`src/sv/dmpc_pkg.sv`:
```
`timescale 1ns / 1ps

package dmpc_pkg;

    // field widths
    localparam int POS_W   = 32;
    localparam int GAIN_W  = 16;
    localparam int SCALE_W = 18;
    localparam int INTEG_W = 17;
    localparam int DUTY_W  = 16;
    localparam int MAG_W   = 17;
    localparam int MUL_A_W = 34;
    localparam int ACC_W   = 53;
    localparam int PC_W    = 5;
    localparam int CFG_IDX_W = 3;
    localparam int IN_DATA_W  = 128;
    localparam int OUT_DATA_W = 40;

    // configuration register indexes
    localparam logic [CFG_IDX_W-1:0] CFG_PROP_GAIN   = 3'd0;
    localparam logic [CFG_IDX_W-1:0] CFG_INTEG_GAIN  = 3'd1;
    localparam logic [CFG_IDX_W-1:0] CFG_INTEG_LIMIT = 3'd2;
    localparam logic [CFG_IDX_W-1:0] CFG_SPEED_SCALE = 3'd3;
    localparam logic [CFG_IDX_W-1:0] CFG_DUTY_FS     = 3'd4;
    localparam logic [CFG_IDX_W-1:0] CFG_DONE_THRESH = 3'd5;

    // register defaults
    localparam logic [GAIN_W-1:0]  RST_PROP_GAIN   = 16'd19661;
    localparam logic [GAIN_W-1:0]  RST_INTEG_GAIN  = 16'd66;
    localparam logic [GAIN_W-1:0]  RST_INTEG_LIMIT = 16'd1000;
    localparam logic [SCALE_W-1:0] RST_SPEED_SCALE = 18'd65536;
    localparam logic [GAIN_W-1:0]  RST_DUTY_FS     = 16'd1000;
    localparam logic [GAIN_W-1:0]  RST_DONE_THRESH = 16'd2;

    // item kinds
    localparam logic KIND_START = 1'b0;
    localparam logic KIND_STEP  = 1'b1;

    // q16 unity speed
    localparam logic signed [ACC_W-1:0] SPEED_ONE = 53'sd65536;

    // program addresses
    localparam logic [PC_W-1:0] PC_START_MOVE = 5'd18;

    typedef enum logic [3:0] {
        OP_NOP,
        OP_START,
        OP_ERR,
        OP_INT,
        OP_MULP,
        OP_MACI,
        OP_SAT,
        OP_MULF,
        OP_MULS,
        OP_DUTY,
        OP_OUT
    } t_op;

    typedef enum logic [1:0] {
        CND_NEXT,
        CND_IF_START,
        CND_END
    } t_cond;

    typedef enum logic {
        S_IDLE,
        S_RUN
    } t_seq_state;

    typedef struct packed {
        t_op             op;
        logic            wheel;
        t_cond           cond;
        logic [PC_W-1:0] target;
    } t_ctl_word;

    typedef struct packed {
        logic en;
        t_op  op;
        logic wheel;
    } t_ctl;

    typedef struct packed {
        logic [GAIN_W-1:0]  prop_gain;
        logic [GAIN_W-1:0]  integ_gain;
        logic [GAIN_W-1:0]  integ_limit;
        logic [SCALE_W-1:0] speed_scale;
        logic [GAIN_W-1:0]  duty_full_scale;
        logic [GAIN_W-1:0]  done_threshold;
    } t_cfg;

    typedef struct packed {
        logic             kind;
        logic [POS_W-1:0] left_position;
        logic [POS_W-1:0] right_position;
        logic [POS_W-1:0] left_move;
        logic [POS_W-1:0] right_move;
    } t_item;

    typedef struct packed {
        logic              left_forward;
        logic              right_forward;
        logic [DUTY_W-1:0] left_duty;
        logic [DUTY_W-1:0] right_duty;
        logic              done_res;
    } t_result;

    // microcode store: wheel 0 at 1..8, wheel 1 at 9..16
    function automatic t_ctl_word ucode_rom(input logic [PC_W-1:0] pc);
        t_ctl_word w;
        w = '{op: OP_NOP, wheel: 1'b0, cond: CND_NEXT, target: '0};
        case (pc)
            5'd0:  w = '{op: OP_NOP,  wheel: 1'b0, cond: CND_IF_START, target: PC_START_MOVE};
            5'd1:  w.op = OP_ERR;
            5'd2:  w.op = OP_INT;
            5'd3:  w.op = OP_MULP;
            5'd4:  w.op = OP_MACI;
            5'd5:  w.op = OP_SAT;
            5'd6:  w.op = OP_MULF;
            5'd7:  w.op = OP_MULS;
            5'd8:  w.op = OP_DUTY;
            5'd9:  w = '{op: OP_ERR,  wheel: 1'b1, cond: CND_NEXT, target: '0};
            5'd10: w = '{op: OP_INT,  wheel: 1'b1, cond: CND_NEXT, target: '0};
            5'd11: w = '{op: OP_MULP, wheel: 1'b1, cond: CND_NEXT, target: '0};
            5'd12: w = '{op: OP_MACI, wheel: 1'b1, cond: CND_NEXT, target: '0};
            5'd13: w = '{op: OP_SAT,  wheel: 1'b1, cond: CND_NEXT, target: '0};
            5'd14: w = '{op: OP_MULF, wheel: 1'b1, cond: CND_NEXT, target: '0};
            5'd15: w = '{op: OP_MULS, wheel: 1'b1, cond: CND_NEXT, target: '0};
            5'd16: w = '{op: OP_DUTY, wheel: 1'b1, cond: CND_NEXT, target: '0};
            5'd17: w = '{op: OP_OUT,  wheel: 1'b0, cond: CND_END,  target: '0};
            5'd18: w = '{op: OP_START, wheel: 1'b0, cond: CND_NEXT, target: '0};
            5'd19: w = '{op: OP_OUT,  wheel: 1'b0, cond: CND_END,  target: '0};
            default: w = '{op: OP_NOP, wheel: 1'b0, cond: CND_END, target: '0};
        endcase
        return w;
    endfunction

endpackage

```
`src/sv/dmpc_seq.sv`:
```
`timescale 1ns / 1ps

module dmpc_seq
    import dmpc_pkg::*;
(
    input  logic i_clk,
    input  logic i_rst_n,
    input  logic i_start,
    input  logic i_kind,
    input  logic i_out_free,
    output logic o_idle,
    output t_ctl o_ctl
);

    t_seq_state      r_state, n_state;
    logic [PC_W-1:0] r_pc, n_pc;
    t_ctl_word       w_word;
    logic            w_stall;

    // current control word
    assign w_word  = ucode_rom(r_pc);
    assign w_stall = (w_word.op == OP_OUT) && !i_out_free;

    // next state and step counter
    always_comb begin
        n_state = r_state;
        n_pc    = r_pc;
        unique case (r_state)
            S_IDLE: begin
                if (i_start) begin
                    n_state = S_RUN;
                    n_pc    = '0;
                end
            end
            S_RUN: begin
                if (!w_stall) begin
                    case (w_word.cond)
                        CND_IF_START: n_pc = (i_kind == KIND_START) ? w_word.target
                                                                    : r_pc + 1'b1;
                        CND_END:      n_state = S_IDLE;
                        default:      n_pc = r_pc + 1'b1;
                    endcase
                end
            end
            default: n_state = S_IDLE;
        endcase
    end

    // control outputs
    always_comb begin
        o_idle = 1'b0;
        o_ctl  = '{en: 1'b0, op: w_word.op, wheel: w_word.wheel};
        unique case (r_state)
            S_IDLE:  o_idle = 1'b1;
            S_RUN:   o_ctl.en = !w_stall;
            default: o_idle = 1'b0;
        endcase
    end

    always_ff @(posedge i_clk) begin
        if (!i_rst_n) begin
            r_state <= S_IDLE;
            r_pc    <= '0;
        end else begin
            r_state <= n_state;
            r_pc    <= n_pc;
        end
    end

endmodule

```
`src/sv/dmpc_dp.sv`:
```
`timescale 1ns / 1ps

module dmpc_dp
    import dmpc_pkg::*;
(
    input  logic    i_clk,
    input  logic    i_rst_n,
    input  t_ctl    i_ctl,
    input  t_cfg    i_cfg,
    input  t_item   i_item,
    output t_result o_result
);

    logic [POS_W-1:0]          r_goal  [2];
    logic signed [INTEG_W-1:0] r_integ [2];
    logic [DUTY_W-1:0]         r_duty  [2];
    logic [1:0]                r_fwd;
    logic [1:0]                r_near;
    logic signed [POS_W-1:0]   r_err;
    logic signed [INTEG_W-1:0] r_sum;
    logic signed [ACC_W-1:0]   r_acc;
    logic [MAG_W-1:0]          r_mag;

    logic                       w;
    logic [POS_W-1:0]           w_pos;
    logic signed [MUL_A_W-1:0]  w_sum_ext;
    logic signed [MUL_A_W-1:0]  w_lim_pos;
    logic signed [MUL_A_W-1:0]  w_lim_neg;
    logic signed [INTEG_W-1:0]  w_sum_sat;
    logic [POS_W:0]             w_err_abs;
    logic signed [MUL_A_W-1:0]  w_mul_a;
    logic [SCALE_W-1:0]         w_mul_b;
    logic signed [ACC_W-1:0]    w_mul_p;
    logic signed [ACC_W-1:0]    w_acc_neg;
    logic [ACC_W-POS_W-1:0]     w_duty_raw;
    logic [ACC_W-POS_W-1:0]     w_fs_ext;

    assign w     = i_ctl.wheel;
    assign w_pos = w ? i_item.right_position : i_item.left_position;

    // integral update with symmetric saturation
    assign w_sum_ext = {{(MUL_A_W-INTEG_W){r_integ[w][INTEG_W-1]}}, r_integ[w]}
                     + {{(MUL_A_W-POS_W){r_err[POS_W-1]}}, r_err};
    assign w_lim_pos = $signed({{(MUL_A_W-GAIN_W){1'b0}}, i_cfg.integ_limit});
    assign w_lim_neg = -w_lim_pos;
    always_comb begin
        if (w_sum_ext > w_lim_pos) begin
            w_sum_sat = w_lim_pos[INTEG_W-1:0];
        end else if (w_sum_ext < w_lim_neg) begin
            w_sum_sat = w_lim_neg[INTEG_W-1:0];
        end else begin
            w_sum_sat = w_sum_ext[INTEG_W-1:0];
        end
    end

    // error magnitude for the done test
    assign w_err_abs = r_err[POS_W-1] ? ({(POS_W+1){1'b0}} - {1'b1, r_err})
                                      : {1'b0, r_err};

    // shared multiplier operand select
    always_comb begin
        w_mul_a = '0;
        w_mul_b = '0;
        case (i_ctl.op)
            OP_MULP: begin
                w_mul_a = {{(MUL_A_W-POS_W){r_err[POS_W-1]}}, r_err};
                w_mul_b = {{(SCALE_W-GAIN_W){1'b0}}, i_cfg.prop_gain};
            end
            OP_MACI: begin
                w_mul_a = {{(MUL_A_W-INTEG_W){r_sum[INTEG_W-1]}}, r_sum};
                w_mul_b = {{(SCALE_W-GAIN_W){1'b0}}, i_cfg.integ_gain};
            end
            OP_MULF: begin
                w_mul_a = {{(MUL_A_W-MAG_W){1'b0}}, r_mag};
                w_mul_b = {{(SCALE_W-GAIN_W){1'b0}}, i_cfg.duty_full_scale};
            end
            OP_MULS: begin
                w_mul_a = {1'b0, r_acc[POS_W:0]};
                w_mul_b = i_cfg.speed_scale;
            end
            default: begin
                w_mul_a = '0;
                w_mul_b = '0;
            end
        endcase
    end

    assign w_mul_p    = w_mul_a * $signed({1'b0, w_mul_b});
    assign w_acc_neg  = -r_acc;
    assign w_duty_raw = r_acc[ACC_W-1:POS_W];
    assign w_fs_ext   = {{(ACC_W-POS_W-GAIN_W){1'b0}}, i_cfg.duty_full_scale};

    // datapath registers, one micro-op per cycle while the control word is enabled
    always_ff @(posedge i_clk) begin
        if (!i_rst_n) begin
            r_goal[0]  <= '0;
            r_goal[1]  <= '0;
            r_integ[0] <= '0;
            r_integ[1] <= '0;
            r_duty[0]  <= '0;
            r_duty[1]  <= '0;
            r_fwd      <= '0;
            r_near     <= '0;
            r_err      <= '0;
            r_sum      <= '0;
            r_acc      <= '0;
            r_mag      <= '0;
        end else if (i_ctl.en) begin
            case (i_ctl.op)
                OP_START: begin
                    r_goal[0]  <= i_item.left_position + i_item.left_move;
                    r_goal[1]  <= i_item.right_position + i_item.right_move;
                    r_integ[0] <= '0;
                    r_integ[1] <= '0;
                    r_fwd      <= {!i_item.right_move[POS_W-1], !i_item.left_move[POS_W-1]};
                    r_near     <= '0;
                end
                OP_ERR:  r_err <= r_goal[w] - w_pos;
                OP_INT: begin
                    r_sum      <= w_sum_sat;
                    r_integ[w] <= w_sum_sat;
                    r_near[w]  <= w_err_abs < {{(POS_W+1-GAIN_W){1'b0}},
                                              i_cfg.done_threshold};
                end
                OP_MULP: r_acc <= w_mul_p;
                OP_MACI: r_acc <= r_acc + w_mul_p;
                OP_SAT: begin
                    if (r_acc > SPEED_ONE) begin
                        r_mag    <= SPEED_ONE[MAG_W-1:0];
                        r_fwd[w] <= 1'b1;
                    end else if (r_acc < -SPEED_ONE) begin
                        r_mag    <= SPEED_ONE[MAG_W-1:0];
                        r_fwd[w] <= 1'b0;
                    end else begin
                        r_mag    <= r_acc[ACC_W-1] ? w_acc_neg[MAG_W-1:0]
                                                   : r_acc[MAG_W-1:0];
                        r_fwd[w] <= !r_acc[ACC_W-1];
                    end
                end
                OP_MULF: r_acc <= w_mul_p;
                OP_MULS: r_acc <= w_mul_p;
                OP_DUTY: begin
                    r_duty[w] <= (w_duty_raw > w_fs_ext) ? i_cfg.duty_full_scale
                                                         : w_duty_raw[DUTY_W-1:0];
                end
                default: r_acc <= r_acc;
            endcase
        end
    end

    assign o_result = '{left_forward:  r_fwd[0],
                        right_forward: r_fwd[1],
                        left_duty:     r_duty[0],
                        right_duty:    r_duty[1],
                        done_res:      &r_near};

    // integral stays inside its bound after an update
    a_integ_bounded: assert property (@(posedge i_clk) disable iff (!i_rst_n)
        (i_ctl.en && i_ctl.op == OP_INT) |=>
            ($signed(r_sum) <= $signed({1'b0, $past(i_cfg.integ_limit)}) &&
             $signed(r_sum) >= -$signed({1'b0, $past(i_cfg.integ_limit)})))
        else $error("integral outside limit");

    // saturated speed magnitude never exceeds one
    a_mag_bounded: assert property (@(posedge i_clk) disable iff (!i_rst_n)
        (i_ctl.en && i_ctl.op == OP_SAT) |=> (r_mag <= SPEED_ONE[MAG_W-1:0]))
        else $error("speed magnitude above unity");

    // duty clamped to full scale
    a_duty_clamped: assert property (@(posedge i_clk) disable iff (!i_rst_n)
        (i_ctl.en && i_ctl.op == OP_DUTY) |=>
            (r_duty[$past(i_ctl.wheel)] <= $past(i_cfg.duty_full_scale)))
        else $error("duty above full scale");

endmodule

```
`src/sv/dual_motor_position_pi_control.sv`:
```
`timescale 1ns / 1ps

// control step: the wheels run in turn, then the result is written to the output
// register, one shared 34x19 multiplier used four times per wheel in sequence
// start move: targets and directions are set and integrals cleared before the result
// a new item is taken the cycle after the program ends
// synchronous active-low reset restores register defaults, clears targets,
// integrals and held duties and empties the output register

module dual_motor_position_pi_control
    import dmpc_pkg::*;
(
    input  logic                  i_clk,
    input  logic                  i_rst_n,
    // config write port
    input  logic                  i_cfg_we,
    input  logic [CFG_IDX_W-1:0]  i_cfg_index,
    input  logic [SCALE_W-1:0]    i_cfg_data,
    // input stream
    input  logic                  s_axis_tvalid,
    output logic                  s_axis_tready,
    // left_position, right_position, left_move, right_move
    input  logic [IN_DATA_W-1:0]  s_axis_tdata,
    // kind
    input  logic                  s_axis_tuser,
    // result stream
    output logic                  m_axis_tvalid,
    input  logic                  m_axis_tready,
    // left_forward, right_forward, left_duty, right_duty, done_res, zero pad
    output logic [OUT_DATA_W-1:0] m_axis_tdata
);

    t_cfg    r_cfg;
    t_item   r_item;
    t_result w_result;
    t_result r_out;
    logic    r_out_valid;
    logic    w_idle;
    logic    w_in_xfer;
    logic    w_out_free;
    t_ctl    w_ctl;

    assign s_axis_tready = w_idle;
    assign w_in_xfer     = s_axis_tvalid && s_axis_tready;
    assign w_out_free    = !r_out_valid || m_axis_tready;

    // configuration registers
    always_ff @(posedge i_clk) begin
        if (!i_rst_n) begin
            r_cfg <= '{prop_gain:       RST_PROP_GAIN,
                       integ_gain:      RST_INTEG_GAIN,
                       integ_limit:     RST_INTEG_LIMIT,
                       speed_scale:     RST_SPEED_SCALE,
                       duty_full_scale: RST_DUTY_FS,
                       done_threshold:  RST_DONE_THRESH};
        end else if (i_cfg_we) begin
            case (i_cfg_index)
                CFG_PROP_GAIN:   r_cfg.prop_gain       <= i_cfg_data[GAIN_W-1:0];
                CFG_INTEG_GAIN:  r_cfg.integ_gain      <= i_cfg_data[GAIN_W-1:0];
                CFG_INTEG_LIMIT: r_cfg.integ_limit     <= i_cfg_data[GAIN_W-1:0];
                CFG_SPEED_SCALE: r_cfg.speed_scale     <= i_cfg_data;
                CFG_DUTY_FS:     r_cfg.duty_full_scale <= i_cfg_data[GAIN_W-1:0];
                CFG_DONE_THRESH: r_cfg.done_threshold  <= i_cfg_data[GAIN_W-1:0];
                default:         r_cfg <= r_cfg;
            endcase
        end
    end

    // input capture
    always_ff @(posedge i_clk) begin
        if (w_in_xfer) begin
            r_item <= '{kind:           s_axis_tuser,
                        left_position:  s_axis_tdata[31:0],
                        right_position: s_axis_tdata[63:32],
                        left_move:      s_axis_tdata[95:64],
                        right_move:     s_axis_tdata[127:96]};
        end
    end

    dmpc_seq u_seq (
        .i_clk      (i_clk),
        .i_rst_n    (i_rst_n),
        .i_start    (w_in_xfer),
        .i_kind     (r_item.kind),
        .i_out_free (w_out_free),
        .o_idle     (w_idle),
        .o_ctl      (w_ctl)
    );

    dmpc_dp u_dp (
        .i_clk    (i_clk),
        .i_rst_n  (i_rst_n),
        .i_ctl    (w_ctl),
        .i_cfg    (r_cfg),
        .i_item   (r_item),
        .o_result (w_result)
    );

    // output register
    always_ff @(posedge i_clk) begin
        if (!i_rst_n) begin
            r_out_valid <= 1'b0;
        end else if (w_ctl.en && w_ctl.op == OP_OUT) begin
            r_out_valid <= 1'b1;
        end else if (m_axis_tready) begin
            r_out_valid <= 1'b0;
        end
    end

    always_ff @(posedge i_clk) begin
        if (w_ctl.en && w_ctl.op == OP_OUT) begin
            r_out <= w_result;
        end
    end

    assign m_axis_tvalid = r_out_valid;
    assign m_axis_tdata  = {{(OUT_DATA_W-35){1'b0}},
                            r_out.done_res,
                            r_out.right_duty,
                            r_out.left_duty,
                            r_out.right_forward,
                            r_out.left_forward};

    // one item in flight at a time
    a_busy_after_xfer: assert property (@(posedge i_clk) disable iff (!i_rst_n)
        w_in_xfer |=> !s_axis_tready)
        else $error("input taken while program running");

    // a result is never written over one still waiting
    a_no_overwrite: assert property (@(posedge i_clk) disable iff (!i_rst_n)
        (w_ctl.en && w_ctl.op == OP_OUT) |-> (!r_out_valid || m_axis_tready))
        else $error("result overwritten");

endmodule

```
`config.mk`:
```
export PLATFORM = sky130hd
export DESIGN_NAME = dual_motor_position_pi_control
export DESIGN_NICKNAME = d
export VERILOG_FILES = /design/src/sv/dmpc_pkg.sv /design/src/sv/dmpc_seq.sv /design/src/sv/dmpc_dp.sv /design/src/sv/dual_motor_position_pi_control.sv
export SDC_FILE = /design/constraint.sdc
export NUM_CORES = 2
export LEC_CHECK = 0
export ABC_AREA = 1
export BUFFER_PORTS_ARGS = -buffer_cell sky130_fd_sc_hd__buf_2
export CORE_ASPECT_RATIO = 0.9
export CORE_MARGIN = 3
export CORE_UTILIZATION = 50
export CTS_CLUSTER_DIAMETER = 100
export DETAILED_ROUTE_END_ITERATION = 7
export PLACE_DENSITY = 0.66
export SYNTH_ARGS = -nofsm -noshare
export SYNTH_HDL_FRONTEND = slang
export SYNTH_SLANG_ARGS = --single-unit
export TNS_END_PERCENT = 1
```
`constraint.sdc`:
```
create_clock -name i_clk -period 16.9 [get_ports i_clk]
set_input_delay 0.845 -clock i_clk [delete_from_list [all_inputs] [get_ports i_clk]]
set_output_delay 0.845 -clock i_clk [all_outputs]
set_load 0.02 [all_outputs]
```
==> Word-level counts from Yosys, hierarchy flattened <==
Memories as Yosys holds them, arrays and structs flattened. A register that Yosys moved wholly into a read port is not among the register bits.
Index checks and enable logic that the tools add are counted.
{ "word_totals": {"mem_count": 3, "mem_bits_rw": 130, "output_inout_bits": 42, "input_bits": 155, "ff_bits": 360, "word_cells": 193} }
{ "classes": {"n_lt_le_gt_ge": 8, "n_mul": 1, "muxes": 57, "n_reduce_logical": 45, "eq_ne": 39, "n_addsub": 9, "n_bitwise": 8} }
{ "mem_list": {"columns": ["memory", "depth", "word_bits", "read_ports", "rd_ports_with_merged_regs", "write_ports", "line_no", "text"], "rows": [
  ["u_dp.r_goal", 2, 32, 1, 0, 2, "dmpc_dp.sv:14", "logic [POS_W-1:0] r_goal [2];"],
  ["u_dp.r_integ", 2, 17, 1, 0, 2, "dmpc_dp.sv:15", "logic signed [INTEG_W-1:0] r_integ [2];"],
  ["u_dp.r_duty", 2, 16, 2, 2, 2, "dmpc_dp.sv:16", "logic [DUTY_W-1:0] r_duty [2];"]
]} }
{ "ops": {"columns": ["cell", "count"], "rows": [
  ["$mux W17", 8],
  ["$pmux W34 S4", 1],
  ["$pmux W53 S2", 1],
  ["$mux W32", 3],
  ["$pmux W18 S4", 1],
  ["$add A32 B32 Y32", 2],
  ["$add A53 B53 Y53", 1],
  ["$gt A53 B18 Y1 const B", 1],
  ["$lt A53 B17 Y1 const B", 1],
  ["$mul A34 B19 Y53", 1],
  ["$eq A5 B4 Y1 const B", 8],
  ["$pmux W4 S10", 1],
  ["$gt A34 B17 Y1", 1],
  ["$lt A34 B34 Y1", 1],
  ["$neg A16 Y34", 1],
  ["$add A17 B32 Y33", 1],
  ["$lt A33 B16 Y1", 1],
  ["$mux W33", 1],
  ["$sub A1 B33 Y33 const A", 1],
  ["$mux W16", 2],
  ["$sub A32 B32 Y32", 1],
  ["$reduce_and A2 Y1", 13],
  ["$mux W1", 25],
  ["$pmux W8 S3", 1],
  ["45 further kinds", 89]
]} }

==> Longest topological paths before layout <==
{ "depth": {"ltp_word": 12, "ltp_mapped": 58, "mapped_depth_nobuf": 56} }

==> Modules after synthesis <==
A second synthesis with hierarchy kept.
{ "unflattened": {"hier_cells": 7674, "hier_area_um2": 57814.2} }
{ "modules_own_cells": {"columns": ["mod", "area_each_um2", "seq_area_each_um2", "instances", "cells_per_inst"], "rows": [
  ["dmpc_dp", 48164.9, 6366.1, 1, 6831],
  ["dual_motor_position_pi_control", 8867.3, 6906.6, 1, 724],
  ["dmpc_seq", 782.0, 120.1, 1, 119]
]} }

==> Least setup slack after synthesis <==
No wires, ideal clock.
{ "synth_timing": {"kind": "reg-to-reg", "start": "register u_seq.r_pc[0]", "end": "register u_dp.r_acc[52]", "slack_ps": 7949, "path_buffers": 3, "required_ps": 16785, "stages_incl_launch_ff": 47, "setup_ps": 115, "t_arrival_ps": 8836, "synth_period_minus_slack_ps": 8951, "cell_sequence": "dfxtp_1 > ha_1 > nand2_1 > nor2_1 > ha_1 > o21bai_1 > nor3_4 > nand2_1 > nor2_4 > nand2_2 > buf_6 > buf_6 > o22ai_1 > nor2_1 > buf_2 > nor2_2 > inv_1 > fa_1 > [11 not listed] > a21oi_1 > nand2_1 > or2_2 > and2_1 > ha_1 > a21oi_1 > a21boi_0 > o21ai_0 > nand2_1 > nand4_1 > a21oi_1 > nand2_1 > nand2_1 > nand3_1 > nand2_1 > nand2_1 > nor2_1 > nor2_1"} }
{ "synth_between": {"elab_chain_cells": 8, "word_cells_on_any_way": 45, "cone_classes": "add/sub: 1; mul: 1; eq/ne: 24; mux: 5; reduce/logical: 14"} }
{ "synth_rtl": {"columns": ["item", "line_no", "text"], "rows": [
  ["start, declared", "dmpc_seq.sv:16", "logic [PC_W-1:0] r_pc, n_pc;"],
  ["start signal, assigned", "dmpc_seq.sv:66", "r_pc <= n_pc;"],
  ["$eq A5 B5 Y1, or another cell as far along", "dmpc_pkg.sv:112", "case (pc)"],
  ["$reduce_or A2 Y1 (no line)", null, null],
  ["$pmux W4 S10 *", "dmpc_pkg.sv:112", null],
  ["$eq A4 B4 Y1, or another cell as far along", "dmpc_dp.sv:64, dmpc_dp.sv:109", null],
  ["$pmux W34 S4, or another cell as far along", "dmpc_dp.sv:64", "case (i_ctl.op)"],
  ["$mul A34 B19 Y53 or $logic_not A1 Y1 (tied branches)", null, null],
  ["$add A53 B53 Y53 or $mux W1 (tied branches)", "dmpc_dp.sv:126, dmpc_seq.sv:53", null],
  ["$pmux W53 S2 or $reduce_and A2 Y1 (tied branches)", null, null],
  ["end signal, assigned", "dmpc_dp.sv:125", "OP_MULP: r_acc <= w_mul_p;"],
  ["end signal, assigned", "dmpc_dp.sv:126", "OP_MACI: r_acc <= r_acc + w_mul_p;"],
  ["end signal, assigned", "dmpc_dp.sv:140", "OP_MULF: r_acc <= w_mul_p;"],
  ["end, declared", "dmpc_dp.sv:21", "logic signed [ACC_W-1:0] r_acc;"]
]} }
Mark *: on every way between the ends. The rest lies on a longest branch, timed or not.
A chain may end at the register's enable or synchronous reset.

==> Worst setup path after layout <==
{ "layout_timing": {"start": "register u_seq.r_pc[1]", "end": "register u_dp.r_acc[52]"} }
The elaborated chain is that of the path after synthesis.

==> qor.yml <==
status:
  status: "finished, final reports clean"
critical_path:
  cpMaxStageDelayCell: "fa_1"
  crit_fanout: 41
  cp-end-kind: "register"
  crit_type: "reg -> reg"
  crit_top_cell: "nand2_1"
  worstPathArrival_ps: 12370
  start_kind: "register"
  cp.required_ps: 17480
  crit_path_max_incr_delay_ps: 1070
logic_synthesis:
  synthCells: 7674
  avgSynthCellArea_sq_um: 7.58
  synth_area_leaders: "fa_1 (20%), edfxtp_1 (15%), nand2_1 (10%)"
  synth_mux_area_share_pct: 0.534
  yosysUniqueCellTypes: 66
  synth_fa_ha_area_share_pct: 29.0
  synth_edf_count: 294
  synth-xor-area-share_pct: 2.92
  synth-compound-area-share_pct: 11.3
  synth_top_family_by_area: "adder cells"
  yosys.area.top_type: "fa_1"
  synthFlopType: "edfxtp_1"
  yosys_warnings: 0
  synth_top_cell_area_share_pct: 20.5
  yosysSeqAreaShare_pct: 23.0
  ys_async_sr_fraction_pct: 0
  synth_simple_gate_area_share_pct: 21.5
  synthesis.area_sq_um: 58100
  synth-seq-cells: 522
timing:
  slew_headroom_pct: 20.1
  finalSetupTns_ps: 0
  finalMaxSlewViolations: 0
  setup_viol: 0
  finalClockSkew_ps: 53.4
  finalCritPeriodShare_pct: 69.8
  finalCriticalPeriod_ps: 11790
  hold_viol_final: 0
  tightest_slew_ps: 1200
  fmax_ghz: 0.0848
  rsz0062_at_grt: "no"
cells_and_area:
  final_common_cell: "nand2_1"
  postLayoutCoreUtil_pct: 54.2
  fillers: 11100
  layout.nets: 8916
  area_delta_synth_final_pct: 7.40
  final_cell_mix: "nand2_1 (1584), inv_1 (1476), nor2_1 (861)"
  drive_above_1_share_pct: 6.60
clock_network:
  cts_tree: "yes"
  numCtsBuffers: 59
  ctsLongestPathBuffers: 3
  postCtsSetupRepairBufs: 0
  clkLatencyLatePin_ps: 700
  cts.sinks: 522
  clkTransAtPathRegs_ps: 70
  cts_resized: 0
  postCtsHoldBufs: 0
  cts_max_level: 2
  ctsRootBufferMaster: "clkbuf_16"
global_route:
  grt_pass1_wl_um: 303000
  gr-total-overflow: 0
  antenna_found_initial: 4
  grt_max_degree: 80
  grt_use_total_pct: 32.9
  first_global_vias: 50500
power_and_ir_drop:
  powerDensity_nw_per_um2: 69.6
  power.total_mw: 4.35
  ir_worst_vdd_mv: 0.0919
  leakage_nw: 30.4
detailed_routing:
  dr.pass1.iters: 6
  routed_wl_um: 198000
  via_per_inst: 5.57
  drc: 0
  routedWlPerCell_um: 21.2
  drtIter0Drc: 5385
  ant_nets: 0
  num_vias: 52000
die:
  num_rows: 118
  core_sq_um: 115000
  start_util_pct: 50.5
  die_area_sq_um: 120000
  chipHeight_um: 330
  die_w_um: 365
  io_pins: 197
worst_hold_path:
  worstHoldPathType: "in -> reg"
placement:
  gp_congestion: 1.04
  port_buffers: 191
  hpwl_um: 159000
run:
  maxCapViolations: 0
[power by group]
group / switching [mW] / internal, mW
clock: 0.590 / 0.805
sequential: 0.0753 / 1.43
combinational: 1.04 / 0.409
total: 1.71 / 2.64
[path summary, 6_finish.rpt]
check                    start  slack [ps]               to  cells past startpoint
max              u_seq.r_pc[1]        5110   u_dp.r_acc[52]                     49
min           s_axis_tdata[33]         360       r_item[65]                      1
max reg2reg      u_seq.r_pc[1]        5110   u_dp.r_acc[52]                     49
min reg2reg  u_dp.r_duty[0][0]         420  m_axis_tdata[2]                      0
[through the flow]
step	instances	instance area [sq um]	hold slack, ps	setup slack, ps
after global placement	9208	60300	401	5430
after CTS	9320	62400	311	5170
final	9322	62400	359	5110
after global routing	9321	62400	322	4270
after floorplan	7682	58200	400	7950
after detailed placement	9208	60300	405	5190
[layout make-up]
| class | count | area, sq um | share of cell area (%) |
|---|---|---|---|
| multi-input combinational | 5406 | 38000 | 60.8 |
| sequential | 522 | 13400 | 21.4 |
| clock inverter | 40 | 464 | 0.743 |
| antenna | 2 | 5.00 | 0.00801 |
| tap | 1500 | 1880 | 3.01 |
| clock buffer | 72 | 1640 | 2.62 |
| inverter | 1543 | 5800 | 9.29 |
| timing repair buffer | 237 | 1300 | 2.09 |
[kinds of logic after synthesis]
kind of cell / Yosys count
buffers and inverters: 1754
other: 2
adder cells (fa/ha/maj): 992
flip-flops: 522
AO/OA/AOI/OAI: 1167
multiplexers: 31
XOR/XNOR: 194
AND/OR/NAND/NOR: 3012
[cell usage after synthesis (5+ instances only)]
library cell / number
nand2_1: 1586
inv_1: 1478
nor2_1: 867
fa_1: 594
a21oi_1: 496
ha_1: 398
o21ai_0: 387
edfxtp_1: 294
nand3_1: 276
dfxtp_1: 228
xor2_1: 141
buf_2: 97
clkbuf_1: 82
nor3_1: 73
inv_2: 61
nand4_1: 59
o211ai_1: 53
xnor2_1: 53
a31oi_1: 37
o22ai_1: 35
o21bai_1: 33
mux2i_1: 31
or2_2: 31
nor4_1: 28
a21o_1: 26
nor2_2: 25
o21ai_1: 24
o21a_1: 18
nand3b_1: 17
buf_4: 13
a21boi_0: 12
a221oi_1: 12
and2_1: 12
buf_6: 11
nor3_4: 10
nand2_2: 8
buf_1: 7
o221ai_1: 6
nor2_4: 5
[worst max-delay path: cells and delay by family (launching register included)]
family / cells / cell delay [ps]
AOI/OAI and AO/OA: 6 / 1230
xor gates and xnor gates: 1 / 440
adders and majority gates: 10 / 4890
buffers and inverters: 10 / 2280
DFF: 1 / 380
and+or+nand+nor: 22 / 2390
[registers in the layout, summed over array words and instances, names as in the netlist, 32 cells and up]
| register | flops |
|---|---|
| r_item | 129 |
| r_cfg | 98 |
| u_dp.r_goal | 64 |
| u_dp.r_acc | 53 |
| m_axis_tdata | 35 |
| u_dp.r_integ | 34 |
| u_dp.r_duty | 32 |
| u_dp.r_err | 32 |
[routing by layer]
layer | GRT usage, % | up-vias | share of wire [%]
li1 | - | 24300 | -
met1 | 48.2 | 25000 | 45
met2 | 49.6 | 2307 | 43
met3 | 6.37 | 350 | 9.4
met4 | 9.31 | 2 | 3.2
met5 | 0 | - | 0.0066
Power figures use the tool's default switching activity.
